File: src/hdl/dvs_pkg.sv
// shared types and constants for the 64-bit signed/unsigned divider
// depends on nothing; imported by every module of the block
package dvs_pkg;

   // width of every operand and result field on the ports
   localparam int FIELD_W = 64;

   // entries in the queue between the front and the back
   localparam int QUEUE_DEPTH = 2;

   // opcode values carried in req_tuser
   localparam logic OP_UNSIGNED = 1'b0;
   localparam logic OP_SIGNED   = 1'b1;

   // sign fixups decided by the front and applied after the last step
   typedef struct packed {
      logic quo_neg;
      logic rem_neg;
   } dvs_sign_type;

endpackage

File: src/hdl/dvs_front.sv
// front end: takes a transaction and turns signed operands into magnitudes
// depends on dvs_pkg
module dvs_front
   import dvs_pkg::*;
#(
   parameter int WIDTH = 64
) (
   input  logic             opcode,
   input  logic [WIDTH-1:0] dividend,
   input  logic [WIDTH-1:0] divisor,
   output logic [WIDTH-1:0] dividend_mag,
   output logic [WIDTH-1:0] divisor_mag,
   output dvs_sign_type     sign
);

   logic n_neg;
   logic d_neg;

   always_comb begin
      n_neg = (opcode == OP_SIGNED) && dividend[WIDTH-1];
      d_neg = (opcode == OP_SIGNED) && divisor[WIDTH-1];
      dividend_mag = n_neg ? (~dividend + WIDTH'(1)) : dividend;
      divisor_mag  = d_neg ? (~divisor + WIDTH'(1)) : divisor;
      sign.quo_neg = n_neg ^ d_neg;
      // remainder follows the dividend's sign
      sign.rem_neg = n_neg;
   end

endmodule

File: config.mk
export PLATFORM = sky130hd
export DESIGN_NAME = dvs_front
export DESIGN_NICKNAME = d
export VERILOG_FILES = /design/src/hdl/dvs_pkg.sv /design/src/hdl/dvs_front.sv
export SDC_FILE = /design/constraint.sdc
export NUM_CORES = 1
export LEC_CHECK = 0
export ABC_AREA = 1
export BUFFER_PORTS_ARGS = -buffer_cell sky130_fd_sc_hd__buf_2
export CAP_MARGIN = 15
export CORE_AREA = 2 2 102 104
export DETAILED_ROUTE_END_ITERATION = 6
export DIE_AREA = 0 0 104 106
export PLACE_DENSITY = 0.92
export SLEW_MARGIN = 15
export SYNTH_ARGS = -nofsm -noshare
export SYNTH_HDL_FRONTEND = slang
export SYNTH_SLANG_ARGS = --single-unit
File: constraint.sdc
create_clock -name vclk -period 1.5
set_input_delay 0.075 -clock vclk [all_inputs]
set_output_delay 0.075 -clock vclk [all_outputs]
set_load 0.005 [all_outputs]
==> results.md <==
- The wire length of the first global-routing pass is about 32000 um.
- After routing the design area is 7110 sq um.
- The cell area after synthesis is 4660 sq um.
- In the routed layout, each cell is associated on average with a via count of 5.36.
- The cell count after placement is 1403.
- The total wire length is 22000 um.
- The number of endpoints failing setup at the final stage is 0.
- Derived from the worst setup path, the maximum achievable clock frequency is 680 MHz.
- Excluding fillers, the count of instances in the completed layout stands at about 1400.
- At the end of the flow the core is filled with cells to 71.1%.
- At the pin with the least slew margin, the transition time is 0.418 ns.
- The number of endpoints with negative hold slack in the final report is 0.
- The minimum period implied by the final worst setup slack is 1.47 ns.
- The count of pins on the block boundary is 259.
- The origin of the worst setup path is divisor[1].
- The power density over cell area is 291 nW/um^2.
- The congestion estimate from routability-driven global placement came to 0.999.
- The worst pin sits at a relative slew slack of 72.0%.
- The initial cell density of the core is between 40% and 50%.
- When the netlist entered floorplanning its net count stood at 1098.
- In this run, post-CTS hold repair placed 0 buffers.
- The count of nets left with antenna violations once routing finished came out at 0.
- Across the run, the number of max-cap violations was 0.
- The post-route clock period utilization is around 98%.
- The global routing usage summed across all routing layers is 35.6%.
- The number of nets in the layout is around 1400.
- IR analysis of the VDD net gives a maximum drop of between 0.2 and 0.25 mV.
- The number of antenna violations at the first check in global routing was 0.
- The routed via count is 7591.
- The sequential cell area fraction in the yosys report is 0%.
- Each instance of the synthesized netlist takes up on average around 4.8 sq um.
- The core footprint is approximately 10000 sq um.
- The origin of the worst min-delay path is dividend[0].
- The number of sequential cells in the layout is 0.
- Measured along the y axis, the die boundary spans 106 um.
- The startpoint kind of the worst setup timing path is a primary input.
- The reported leakage power is 3.70 nW.
- In the final layout, flip-flops and latches occupy 0 sq um.
- The post-detailed-placement cell area is 6460 sq um.
- The final HPWL from detailed placement is 18100 um.
- In this run the worst hold path is classified as in2out.
- After the first detailed-routing iteration, the DRC count stood at 538.
- The count of final max-slew check failures is 0.
- The data required time of the critical path is 1.42 ns.
- In the final layout, the share of cells above drive strength 1 is between 30% and 40%.
- The run finished with clean final reports.
- For this run, design rule violations remaining after detail routing come to 0.
- The pin count of the biggest net entering global routing is 29.
- The number of instances in the synthesized netlist is 967.
- The kind of end point of the critical path is an output port.
- The startpoint-to-endpoint class of the critical path is in2out.
- The diode insertion count for antenna repair is 0.
- The overall die width is 104 um.
- Of all nets on the critical path, the largest fanout is 5.
- For this run, the number of Yosys warnings is 0.
- During placement, the flow inserted port buffers numbering 259.
- The clock tree buffer count of the final layout is 0.
- The critical path data arrival time is approximately 1.4 ns.
- The distinct cell type count of the synthesized netlist is 32.
- In the final routed layout, each cell accounts on average for 15.5 um.
- The overall power consumption is about 2.1 mW.
- The leftover overflow at the end of global routing is 0.
- In this run the core area contains 37 standard-cell rows.
- The area enclosed by the die boundary is between 10000 and 15000 sq um.
- The length of the first detailed-routing pass in iterations is 6.
- The critical path endpoint is divisor_mag[36].
- The area growth from synthesis to layout is 52.5%.
- The number of cells traversed by the worst hold path is 2.
- The number of global-route vias before repair is 6894.
- Setup repair after global routing could not meet its margin everywhere.
synthesized netlist by cell type (all sizes together) (2+ instances only):
cell	n	area share (%)
nand3b	4	0.64
nand2	372	32
clkbuf	2	0.16
o21ai	40	5.6
and2	3	0.40
nor2	224	21
nand4	31	4.2
nand3	94	11
inv	99	8.0
or2	2	0.27
buf	15	2.5
a21oi	10	1.1
xnor2	27	5.1
xor2	38	7.1
ha	2	0.54
area by class of cell:
type	instances	area [sq um]
inverter	100	389
multi-input combinational	852	4650
fill	889	2890
tap	136	170
timing repair buffer	329	1900
worst max-delay path, stage by stage:
cell	delay, ns
sky130_fd_sc_hd__buf_6	0.10
sky130_fd_sc_hd__inv_4	0.06
sky130_fd_sc_hd__ha_4	0.14
sky130_fd_sc_hd__nand3_4	0.10
sky130_fd_sc_hd__nor2_8	0.16
sky130_fd_sc_hd__nand3_4	0.16
sky130_fd_sc_hd__o21ai_4	0.24
sky130_fd_sc_hd__nand2_1	0.10
sky130_fd_sc_hd__nand2_1	0.09
sky130_fd_sc_hd__nand2_1	0.05
sky130_fd_sc_hd__buf_2	0.12
report_power, final:
part	internal, mW	switching, mW	total, mW
sequential	0	0	0
combinational	0.871	1.20	2.07
clock	0	0	0
cells in the final DEF, fill, tap and decap left out, drive strengths merged, types with 2 or more instances in the layout:
cell type / count
nand3: 94
nand3b: 4
xnor2: 27
a21oi: 10
or2: 2
inv: 99
ha: 2
and2: 3
nor2: 224
o21ai: 41
xor2: 38
nand4: 31
buf: 329
nand2: 373
worst min-delay path by stage:
stage	end	slack, ns
floorplan	divisor_mag[63]	0.20
global placement	divisor_mag[0]	0.33
detailed placement	divisor_mag[0]	0.34
CTS	divisor_mag[0]	0.34
global route	dividend_mag[0]	0.33
finish	dividend_mag[0]	0.33
routing by layer:
metal / global-route usage [%] / wire length, um / up-vias
met5: 0 / 0 / -
met1: 39.7 / 7810 / 3318
met4: 18.1 / 1400 / 0
li1: - / - / 3662
met3: 3.31 / 1900 / 107
met2: 67.0 / 10900 / 504
per-stage QoR:
stage          setup slack [ns]  TNS [ns]  hold slack, ns
2_1_floorplan             0.266         0           0.203
3_3_place_gp            -0.0363   -0.0592           0.332
3_5_place_dp            -0.0724    -0.897           0.336
4_1_cts                 -0.0232   -0.0676           0.336
5_1_grt                 -0.0627    -0.439           0.334
6_report                 0.0285         0           0.332
cell families (layout without fill, tap and decap cells):
group	after synthesis	count (layout)	synth area share [%]
buf+inv	117	429	10.8
xor+xnor	65	65	12.2
compound gates	52	53	6.98
fa+ha+maj	2	2	0.537
simple gates	731	732	69.5
what timing repair did:
| item | in CTS | in global routing |
|---|---|---|
| pin swaps | 10 | 45 |
| cloned | 1 | 1 |
| resized for setup | 16 | 141 |
| endpoints found under the setup margin | 35 | 85 |
| buffers inserted | 2 | 10 |
Power figures use the tool's default switching activity.
