--- src/hdl/dvs_pkg.sv ---
// shared types and constants for the 64-bit signed/unsigned divider
// depends on nothing; imported by every module of the block
package dvs_pkg;

   // width of every operand and result field on the ports
   localparam int FIELD_W = 64;

   // entries in the queue between the front and the back
   localparam int QUEUE_DEPTH = 2;

   // opcode values carried in req_tuser
   localparam logic OP_UNSIGNED = 1'b0;
   localparam logic OP_SIGNED   = 1'b1;

   // sign fixups decided by the front and applied after the last step
   typedef struct packed {
      logic quo_neg;
      logic rem_neg;
   } dvs_sign_type;

endpackage

--- src/hdl/dvs_queue.sv ---
// short register queue between the front and the back
// depends on dvs_pkg for the queue depth
module dvs_queue
   import dvs_pkg::*;
#(
   parameter int DATA_W = 130
) (
   input  logic              clock,
   input  logic              reset,
   input  logic              wr_valid,
   output logic              wr_ready,
   input  logic [DATA_W-1:0] wr_data,
   output logic              rd_valid,
   input  logic              rd_ready,
   output logic [DATA_W-1:0] rd_data
);

   localparam int PTR_W = (QUEUE_DEPTH > 1) ? $clog2(QUEUE_DEPTH) : 1;
   localparam int CNT_W = $clog2(QUEUE_DEPTH + 1);

   logic [DATA_W-1:0] mem_ff [QUEUE_DEPTH];
   logic [PTR_W-1:0]  wr_ptr_ff, wr_ptr_in;
   logic [PTR_W-1:0]  rd_ptr_ff, rd_ptr_in;
   logic [CNT_W-1:0]  count_ff, count_in;
   logic              do_wr;
   logic              do_rd;

   always_comb begin
      wr_ready = (count_ff != CNT_W'(QUEUE_DEPTH));
      rd_valid = (count_ff != '0);
      rd_data  = mem_ff[rd_ptr_ff];
      do_wr    = wr_valid && wr_ready;
      do_rd    = rd_valid && rd_ready;

      wr_ptr_in = wr_ptr_ff;
      if (do_wr) begin
         wr_ptr_in = (wr_ptr_ff == PTR_W'(QUEUE_DEPTH - 1)) ? '0 : wr_ptr_ff + PTR_W'(1);
      end
      rd_ptr_in = rd_ptr_ff;
      if (do_rd) begin
         rd_ptr_in = (rd_ptr_ff == PTR_W'(QUEUE_DEPTH - 1)) ? '0 : rd_ptr_ff + PTR_W'(1);
      end
      count_in = count_ff;
      if (do_wr && !do_rd) begin
         count_in = count_ff + CNT_W'(1);
      end else if (do_rd && !do_wr) begin
         count_in = count_ff - CNT_W'(1);
      end
   end

   always_ff @(posedge clock) begin
      if (reset) begin
         wr_ptr_ff <= '0;
         rd_ptr_ff <= '0;
         count_ff  <= '0;
      end else begin
         wr_ptr_ff <= wr_ptr_in;
         rd_ptr_ff <= rd_ptr_in;
         count_ff  <= count_in;
      end
   end

   always_ff @(posedge clock) begin
      if (do_wr) begin
         mem_ff[wr_ptr_ff] <= wr_data;
      end
   end

endmodule

--- config.mk ---
export PLATFORM = sky130hd
export DESIGN_NAME = dvs_queue
export DESIGN_NICKNAME = d
export VERILOG_FILES = /design/src/hdl/dvs_pkg.sv /design/src/hdl/dvs_queue.sv
export SDC_FILE = /design/constraint.sdc
export NUM_CORES = 1
export LEC_CHECK = 0
export BUFFER_PORTS_ARGS = -buffer_cell sky130_fd_sc_hd__buf_2
export CORE_AREA = 2 2 147 149
export DETAILED_ROUTE_END_ITERATION = 6
export DIE_AREA = 0 0 149 151
export PLACE_DENSITY = 0.86
export SLEW_MARGIN = 20
export SYNTH_ARGS = -nofsm -noshare
export SYNTH_HDL_FRONTEND = slang
export SYNTH_SLANG_ARGS = --single-unit
--- constraint.sdc ---
create_clock -name clock -period 4.4 [get_ports clock]
set_clock_uncertainty 0.05 [all_clocks]
set_input_delay 0.88 -clock clock [delete_from_list [all_inputs] [get_ports clock]]
set_output_delay 0.88 -clock clock [all_outputs]
set_load 0.005 [all_outputs]
==> load_flow_metrics.sql, run 1 <==
INSERT INTO impl_metrics (metric_group, metric, value, unit) VALUES
('run_status', 'status', 'finished, final reports clean', ''),
('global_routing', 'number_of_global_route_vias_before_repair', '5108', ''),
('clock_network', 'cts_repair_resize_count', '0', ''),
('critical_path', 'cp_class', 'reg -> out', ''),
('yosys', 'synth.top_cells.by_area', 'sky130_fd_sc_hd__edfxtp_1 (81%), sky130_fd_sc_hd__mux2_2 (15%), sky130_fd_sc_hd__buf_6 (1.2%), sky130_fd_sc_hd__dfxtp_1 (1.0%), sky130_fd_sc_hd__xor2_1 (0.27%)', ''),
('die', 'die_h', '151', 'um'),
('critical_path', 'cp-end-kind', 'output pin', ''),
('yosys', 'syn_area', '9630', 'um2'),
('yosys', 'synth_cell_type_count', '19', ''),
('critical_path', 'worst_ep_required', '3470', 'ps'),
('critical_path', 'timing.critical_path.arrival', '2040', 'ps'),
('detailed_routing', 'detail_route.wl_per_cell', '17.6', 'um'),
('detailed_routing', 'drt-pass1-iter-count', '5', ''),
('placement', 'portBuffers', '265', ''),
('yosys', 'synth.yosys.warnings', '0', ''),
('sta', 'tns', '0', 'ps'),
('placement', 'dpl.hpwl', '11400', 'um'),
('die', 'placement_rows', '53', ''),
('die', 'die-width', '149', 'um'),
('clock_network', 'post_cts.repair.setup_buffers', '0', ''),
('job', 'max-cap-violations', '0', ''),
('die', 'floorplan.die_area', '22500', 'um2'),
('global_routing', 'global_route_wire_length_before_repair', '25900', 'um'),
('yosys', 'syn-num-nets', '563', ''),
('detailed_routing', 'routed_wirelength', '17700', 'um'),
('final_layout', 'synthToLayoutAreaGrowth', '25.4', '%'),
('detailed_routing', 'vias', '4908', ''),
('pwr', 'power.density', '563', 'nW/um2'),
('yosys', 'synth.yosys.seq_area_share', '82.1', '%'),
('clock_network', 'cts_max_level', '1', ''),
('detailed_routing', 'detail_route.iter0.violations', '205', ''),
('critical_path', 'worst_path_dominant_cell_family', 'buffers and inverters', ''),
('final_layout', 'most-common-layout-cells', 'sky130_fd_sc_hd__buf_2 (265), sky130_fd_sc_hd__edfxtp_1 (260), sky130_fd_sc_hd__mux2_2 (130), sky130_fd_sc_hd__clkbuf_16 (27), sky130_fd_sc_hd__clkinv_2 (7)', ''),
('pwr', 'pwr-share-clk', '31.2', '%'),
('pwr', 'vdd_ir_drop_max', '0.368', 'mV'),
('global_routing', 'grt_antenna_before_repair', '1', ''),
('final_layout', 'finalNetCount', '847', ''),
('pwr', 'p_seq_share', '47.4', '%'),
('pwr', 'p_sw', '1.67', 'mW'),
('critical_path', 'largest_fanout_on_the_critical_path', '130', ''),
('yosys', 'post-synth-top-area-cell', 'sky130_fd_sc_hd__edfxtp_1', ''),
('detailed_routing', 'vias_per_cell', '4.87', ''),
('critical_path', 'cp_cell_sequence', 'buf_12 > mux2_2 > buf_2', ''),
('final_layout', 'post_route_cells_drive_above_1_share', '60.4', '%'),
('sta', 'period_share', '67.5', '%'),
('critical_path', 'critical_path.n_buffers_inverters', '2', ''),
('global_routing', 'grt_start_max_net_pins', '131', ''),
('yosys', 'post_synth_inst_count', '428', ''),
('critical_path', 'cp_max_delay_cell', 'sky130_fd_sc_hd__buf_12', ''),
('detailed_routing', 'drt_drc_violations_left', '0', ''),
('sta', 'maxSlewHeadroom', '50.3', '%'),
('clock_network', 'ctsRootBufferMaster', 'sky130_fd_sc_hd__clkbuf_16', ''),
('global_routing', 'grt.total_usage', '14.9', '%'),
('worst_hold_path', 'hold_path.class', 'reg -> reg', ''),
('clock_network', 'worstSkewPairLatency', '510', 'ps'),
('sta', 'tightest_slew', '746', 'ps'),
('final_layout', 'inserted_diodes', '0', ''),
('sta', 'timing.final.crit_period', '2970', 'ps'),
('pwr', 'total_leakage_power', '4.49', 'nW'),
('die', 'fp.coreArea', '20800', 'um2'),
('sta', 'final_max_slew_viol_count', '0', ''),
('clock_network', 'cts_made_buffers', '27', ''),
('pwr', 'p_comb_share', '21.3', '%'),
('sta', 'grt_setup_unrepaired', 'false', ''),
('detailed_routing', 'postRouteAntennaNets', '0', ''),
('clock_network', 'ctsLongestPathBuffers', '3', ''),
('die', 'initial_core_util', '46.2', '%'),
('global_routing', 'grt_overflow_total', '0', ''),
('clock_network', 'cts-hold-fix-buffers', '0', ''),
('clock_network', 'cts_tree', 'yes', ''),
('clock_network', 'clock_sinks', '265', '');
[state kept, by name, summed over array words and instances (netlist names), named ones only]
signal	count
count_ff	2
mem_ff	260
rd_ptr_ff	1
wr_ptr_ff	1
[metal layers]
metal	vias to the layer above	routed length, um	track usage (%)
met5	-	16	0
met1	2398	6690	17.5
met3	34	1340	3.52
li1	2282	-	-
met2	192	9240	26.8
met4	2	432	5.24
[path summary, 6_finish.rpt]
check | startpoint | end | slack [ps] | depth (start not counted)
setup / recovery | flop | rd_data[94] | 1430 | 3
setup reg to reg | count_ff[0] | mem_ff[1][122] | 2090 | 3
hold / removal | rd_ptr_ff | rd_ptr_ff | 460 | 2
hold reg to reg | rd_ptr_ff | rd_ptr_ff | 460 | 2
[area by class of cell]
| type | instances | area, um2 |
|---|---|---|
| flip-flops and latches | 265 | 7910 |
| fillers | 1532 | 8750 |
| well taps | 275 | 344 |
| repair buffers | 269 | 1390 |
| clock buffers | 33 | 698 |
| multi-input cells | 148 | 1590 |
| inverters | 1 | 6.26 |
| clock inverters | 16 | 131 |
[Yosys cell counts]
cell type,instances
sky130_fd_sc_hd__or2_2,1
sky130_fd_sc_hd__buf_4,1
sky130_fd_sc_hd__o21ai_0,2
sky130_fd_sc_hd__or3_1,1
sky130_fd_sc_hd__buf_2,3
sky130_fd_sc_hd__edfxtp_1,260
sky130_fd_sc_hd__dfxtp_1,5
sky130_fd_sc_hd__nor2_1,3
sky130_fd_sc_hd__mux2_2,130
sky130_fd_sc_hd__xor2_1,3
sky130_fd_sc_hd__buf_6,10
sky130_fd_sc_hd__a21oi_1,2
sky130_fd_sc_hd__and3_1,1
sky130_fd_sc_hd__inv_1,1
sky130_fd_sc_hd__nand2b_1,1
sky130_fd_sc_hd__nand3b_1,1
sky130_fd_sc_hd__a21bo_2,1
sky130_fd_sc_hd__and2_1,1
sky130_fd_sc_hd__ha_1,1
[logic make-up after synthesis]
family	share of synthesized area, %
flip-flops	82.1
buffers and inverters	1.44
adder cells (fa/ha/maj)	0.130
AND/OR/NAND/NOR	0.520
XOR/XNOR	0.273
multiplexers	15.2
AO/OA/AOI/OAI	0.312
[tightest hold or removal path, delay by kind of cell, from the launching register on]
family | cells | cell delay, ps
DFF | 1 | 330
and+or+nand+nor | 1 | 70
xor gates and xnor gates | 1 | 80
[metrics by stage]
stage	std cells	worst slack, ps	hold WS [ps]	power (mW)	cell area, um2
CTS	1007	1400	467	6.89	12100
detailed placement	958	1750	455	4.75	11200
global route	1007	1350	473	7.11	12100
finish	1007	1430	462	6.80	12100
global placement	958	1780	434	4.71	11200
floorplan	428	373	421	4.19	9630
[power groups by stage]
stage | combinational, mW | clock (mW) | sequential, mW
3_5_place_dp | 1.47 | 0 | 3.28
4_1_cts | 1.48 | 2.18 | 3.23
6_report | 1.45 | 2.12 | 3.23
2_1_floorplan | 0.901 | 0 | 3.29
5_1_grt | 1.58 | 2.29 | 3.25
3_3_place_gp | 1.45 | 0 | 3.26
Power figures use the tool's default switching activity.
==> inputs of run 2 (changes only) <==
==> constraint.sdc (replaced) <==
create_clock -name clock -period 2.4 [get_ports clock]
set_clock_uncertainty 0.05 [all_clocks]
set_input_delay 0.48 -clock clock [delete_from_list [all_inputs] [get_ports clock]]
set_output_delay 0.48 -clock clock [all_outputs]
set_load 0.005 [all_outputs]
==> run 2 against run 1 <==
Combinational power rose by 88%. Sequential share of layout area fell by 0.88 points. Worst setup slack got worse by 1300 ps. Clock power rose by 92%. Critical path type unchanged. Critical endpoint is now rd_data[81].
==> load_flow_metrics.sql, run 2 (synthesis gave the netlist of run 1 again) <==
INSERT INTO impl_metrics (metric_group, metric, value, unit) VALUES
('run_status', 'status', 'finished, final reports clean', ''),
('clock_network', 'ctsLongestPathBuffers', '3', ''),
('critical_path', 'largest_fanout_on_the_critical_path', '67', ''),
('sta', 'finalSetupViolCount', '0', ''),
('pwr', 'cellInternalPower', '9.70', 'mW'),
('clock_network', 'post_cts.repair.setup_buffers', '0', ''),
('final_layout', 'inserted_diodes', '0', ''),
('critical_path', 'worst_path_dominant_cell_family', 'buffers and inverters', ''),
('critical_path', 'timing.critical_path.slowest_cell_delay', '400', 'ps'),
('sta', 'final_max_slew_viol_count', '0', ''),
('sta', 'period_share', '96.4', '%'),
('critical_path', 'cp_max_delay_cell', 'sky130_fd_sc_hd__mux2_2', ''),
('pwr', 'power.density', '1040', 'nW/um2'),
('sta', 'tightest_slew', '457', 'ps'),
('global_routing', 'number_of_global_route_vias_before_repair', '5153', ''),
('clock_network', 'cts_max_level', '1', ''),
('sta', 'hold_viol_final', '0', ''),
('worst_hold_path', 'hold_path.class', 'in -> reg', ''),
('sta', 'timing.final.crit_period', '2310', 'ps'),
('final_layout', 'seq_area', '7910', 'um2'),
('global_routing', 'grt_overflow_total', '0', ''),
('critical_path', 'cp_class', 'reg -> out', ''),
('detailed_routing', 'detail_route.iter0.violations', '257', ''),
('die', 'initial_core_util', '46.2', '%'),
('clock_network', 'clock_sinks', '265', ''),
('critical_path', 'timing.critical_path.to', 'rd_data[81]', ''),
('die', 'floorplan.die_area', '22500', 'um2'),
('critical_path', 'setup.worst_path.start_class', 'flop', ''),
('final_layout', 'flip_flop_count_of_the_largest_register_after_layout', '260', ''),
('die', 'design.portCount', '266', ''),
('critical_path', 'worstSetupPathDepth', '3', ''),
('sta', 'hold_slack', '95.1', 'ps'),
('clock_network', 'clk_pin_slew_worst_paths', '60', 'ps'),
('pwr', 'power', '12.8', 'mW'),
('critical_path', 'timing.critical_path.arrival', '1780', 'ps'),
('pwr', 'total_leakage_power', '4.55', 'nW'),
('die', 'die_h', '151', 'um'),
('detailed_routing', 'drt_drc_violations_left', '0', ''),
('final_layout', 'utilization', '58.8', '%'),
('critical_path', 'rr_startpoint', 'count_ff[0]', ''),
('final_layout', 'post_layout_nonfiller_instances', '1012', ''),
('critical_path', 'cp_cell_sequence', 'buf_12 > mux2_2 > buf_2', ''),
('detailed_routing', 'vias', '5019', ''),
('pwr', 'vdd_ir_drop_max', '1.11', 'mV'),
('placement', 'place.detailed.instances', '967', ''),
('global_routing', 'grt_antenna_before_repair', '0', ''),
('pwr', 'p_seq_share', '46.5', '%'),
('final_layout', 'post_route_cells_drive_above_1_share', '60.9', '%'),
('final_layout', 'reg_top3', 'mem_ff (260), count_ff (2)', ''),
('final_layout', 'most-common-layout-cells', 'sky130_fd_sc_hd__buf_2 (265), sky130_fd_sc_hd__edfxtp_1 (260), sky130_fd_sc_hd__mux2_2 (130), sky130_fd_sc_hd__clkbuf_16 (26)', ''),
('pwr', 'p_comb_share', '21.4', '%'),
('detailed_routing', 'drt-pass1-iter-count', '4', ''),
('placement', 'portBuffers', '265', ''),
('global_routing', 'global_route_wire_length_before_repair', '26800', 'um'),
('pwr', 'pwr-share-clk', '32.0', '%'),
('critical_path', 'worst_ep_required', '1870', 'ps'),
('detailed_routing', 'detail_route.wl_per_cell', '17.9', 'um'),
('final_layout', 'registers.top_by_ff_count', 'mem_ff', ''),
('critical_path', 'critical_path.n_buffers_inverters', '2', ''),
('placement', 'routabilityCongestion', '0.755', ''),
('die', 'die-width', '149', 'um'),
('global_routing', 'grt_start_max_net_pins', '68', ''),
('sta', 'grt_setup_unrepaired', 'false', ''),
('detailed_routing', 'vias_per_cell', '4.96', ''),
('detailed_routing', 'postRouteAntennaNets', '0', ''),
('global_routing', 'grt.total_usage', '15.3', '%'),
('worst_hold_path', 'hold_start', 'wr_data[50]', ''),
('pwr', 'p_sw', '3.05', 'mW'),
('final_layout', 'number_of_fill_cells', '1514', ''),
('detailed_routing', 'routed_wirelength', '18200', 'um'),
('clock_network', 'cts_repair_resize_count', '0', ''),
('final_layout', 'layout.cells.most_common', 'sky130_fd_sc_hd__buf_2', ''),
('clock_network', 'cts-hold-fix-buffers', '0', ''),
('critical_path', 'r2r.worst_path.cells', '3', ''),
('job', 'max-cap-violations', '0', ''),
('sta', 'fmaxAchievable', '432', 'MHz'),
('critical_path', 'setup_slack_on_the_worst_flop_to_flop_path', '690', 'ps'),
('die', 'fp.coreArea', '20800', 'um2'),
('sta', 'maxSlewHeadroom', '69.5', '%'),
('clock_network', 'cts_made_buffers', '26', ''),
('placement', 'dpl.hpwl', '12200', 'um'),
('pwr', 'p_sw_share', '23.9', '%'),
('clock_network', 'ctsRootBufferMaster', 'sky130_fd_sc_hd__clkbuf_16', ''),
('critical_path', 'timing.rr.end', 'mem_ff[1][92]', ''),
('clock_network', 'worstSkewPairLatency', '520', 'ps'),
('die', 'placement_rows', '53', ''),
('critical_path', 'cp-end-kind', 'output pin', ''),
('final_layout', 'synthToLayoutAreaGrowth', '27.1', '%'),
('final_layout', 'multi_input_area', '1600', 'um2'),
('final_layout', 'finalNetCount', '855', ''),
('clock_network', 'cts_tree', 'yes', '');
-- run 2: per-layer routing --
layer	vias to the layer above	global-route usage, %	routed length, um
met1	2474	18.6	7110
met4	0	4.95	452
met2	219	27.2	9110
li1	2288	-	-
met5	-	0	0
met3	38	3.61	1490
-- run 2: worst register-to-register path, delay by kind of cell (launching register included) --
family / cells / cell delay, ps
buf+inv: 1 / 320
flops: 1 / 370
simple gates: 2 / 670
-- run 2: power by group through the flow --
| stage | combinational [mW] | clock, mW | sequential [mW] |
|---|---|---|---|
| floorplan | 1.66 | 0 | 6.01 |
| global placement | 2.72 | 0 | 5.99 |
| detailed placement | 2.76 | 0 | 6.03 |
| CTS | 2.78 | 4.19 | 5.94 |
| global route | 2.97 | 4.36 | 5.98 |
| finish | 2.73 | 4.08 | 5.93 |
-- run 2: worst min-delay path by stage --
stage                                to  slack, ps  depth (start not counted)
after floorplan                    flop        420                          2
after global placement        rd_ptr_ff        440                          2
after detailed placement           flop        450                          2
after CTS                 mem_ff[0][19]         70                          1
after global routing      mem_ff[1][40]         70                          1
final                     mem_ff[1][50]        100                          1
-- run 2: cell type report --
cell class | instances | share of cell area, %
Clock inverter | 15 | 1.66
Clock buffer | 30 | 5.44
Multi-Input combinational cell | 148 | 13.0
Timing Repair Buffer | 278 | 12.3
Inverter | 1 | 0.0613
Sequential cell | 265 | 64.6
Tap cell | 275 | 2.81
-- run 2: per-stage QoR --
stage | setup TNS, ps | area [um2] | worst slack (ps)
after detailed placement | 0 | 11400 | 585
final | 0 | 12200 | 86.2
after global routing | 0 | 12200 | 13.4
after floorplan | -104730 | 9640 | -590
after global placement | 0 | 11400 | 639
after CTS | 0 | 12200 | 58.4
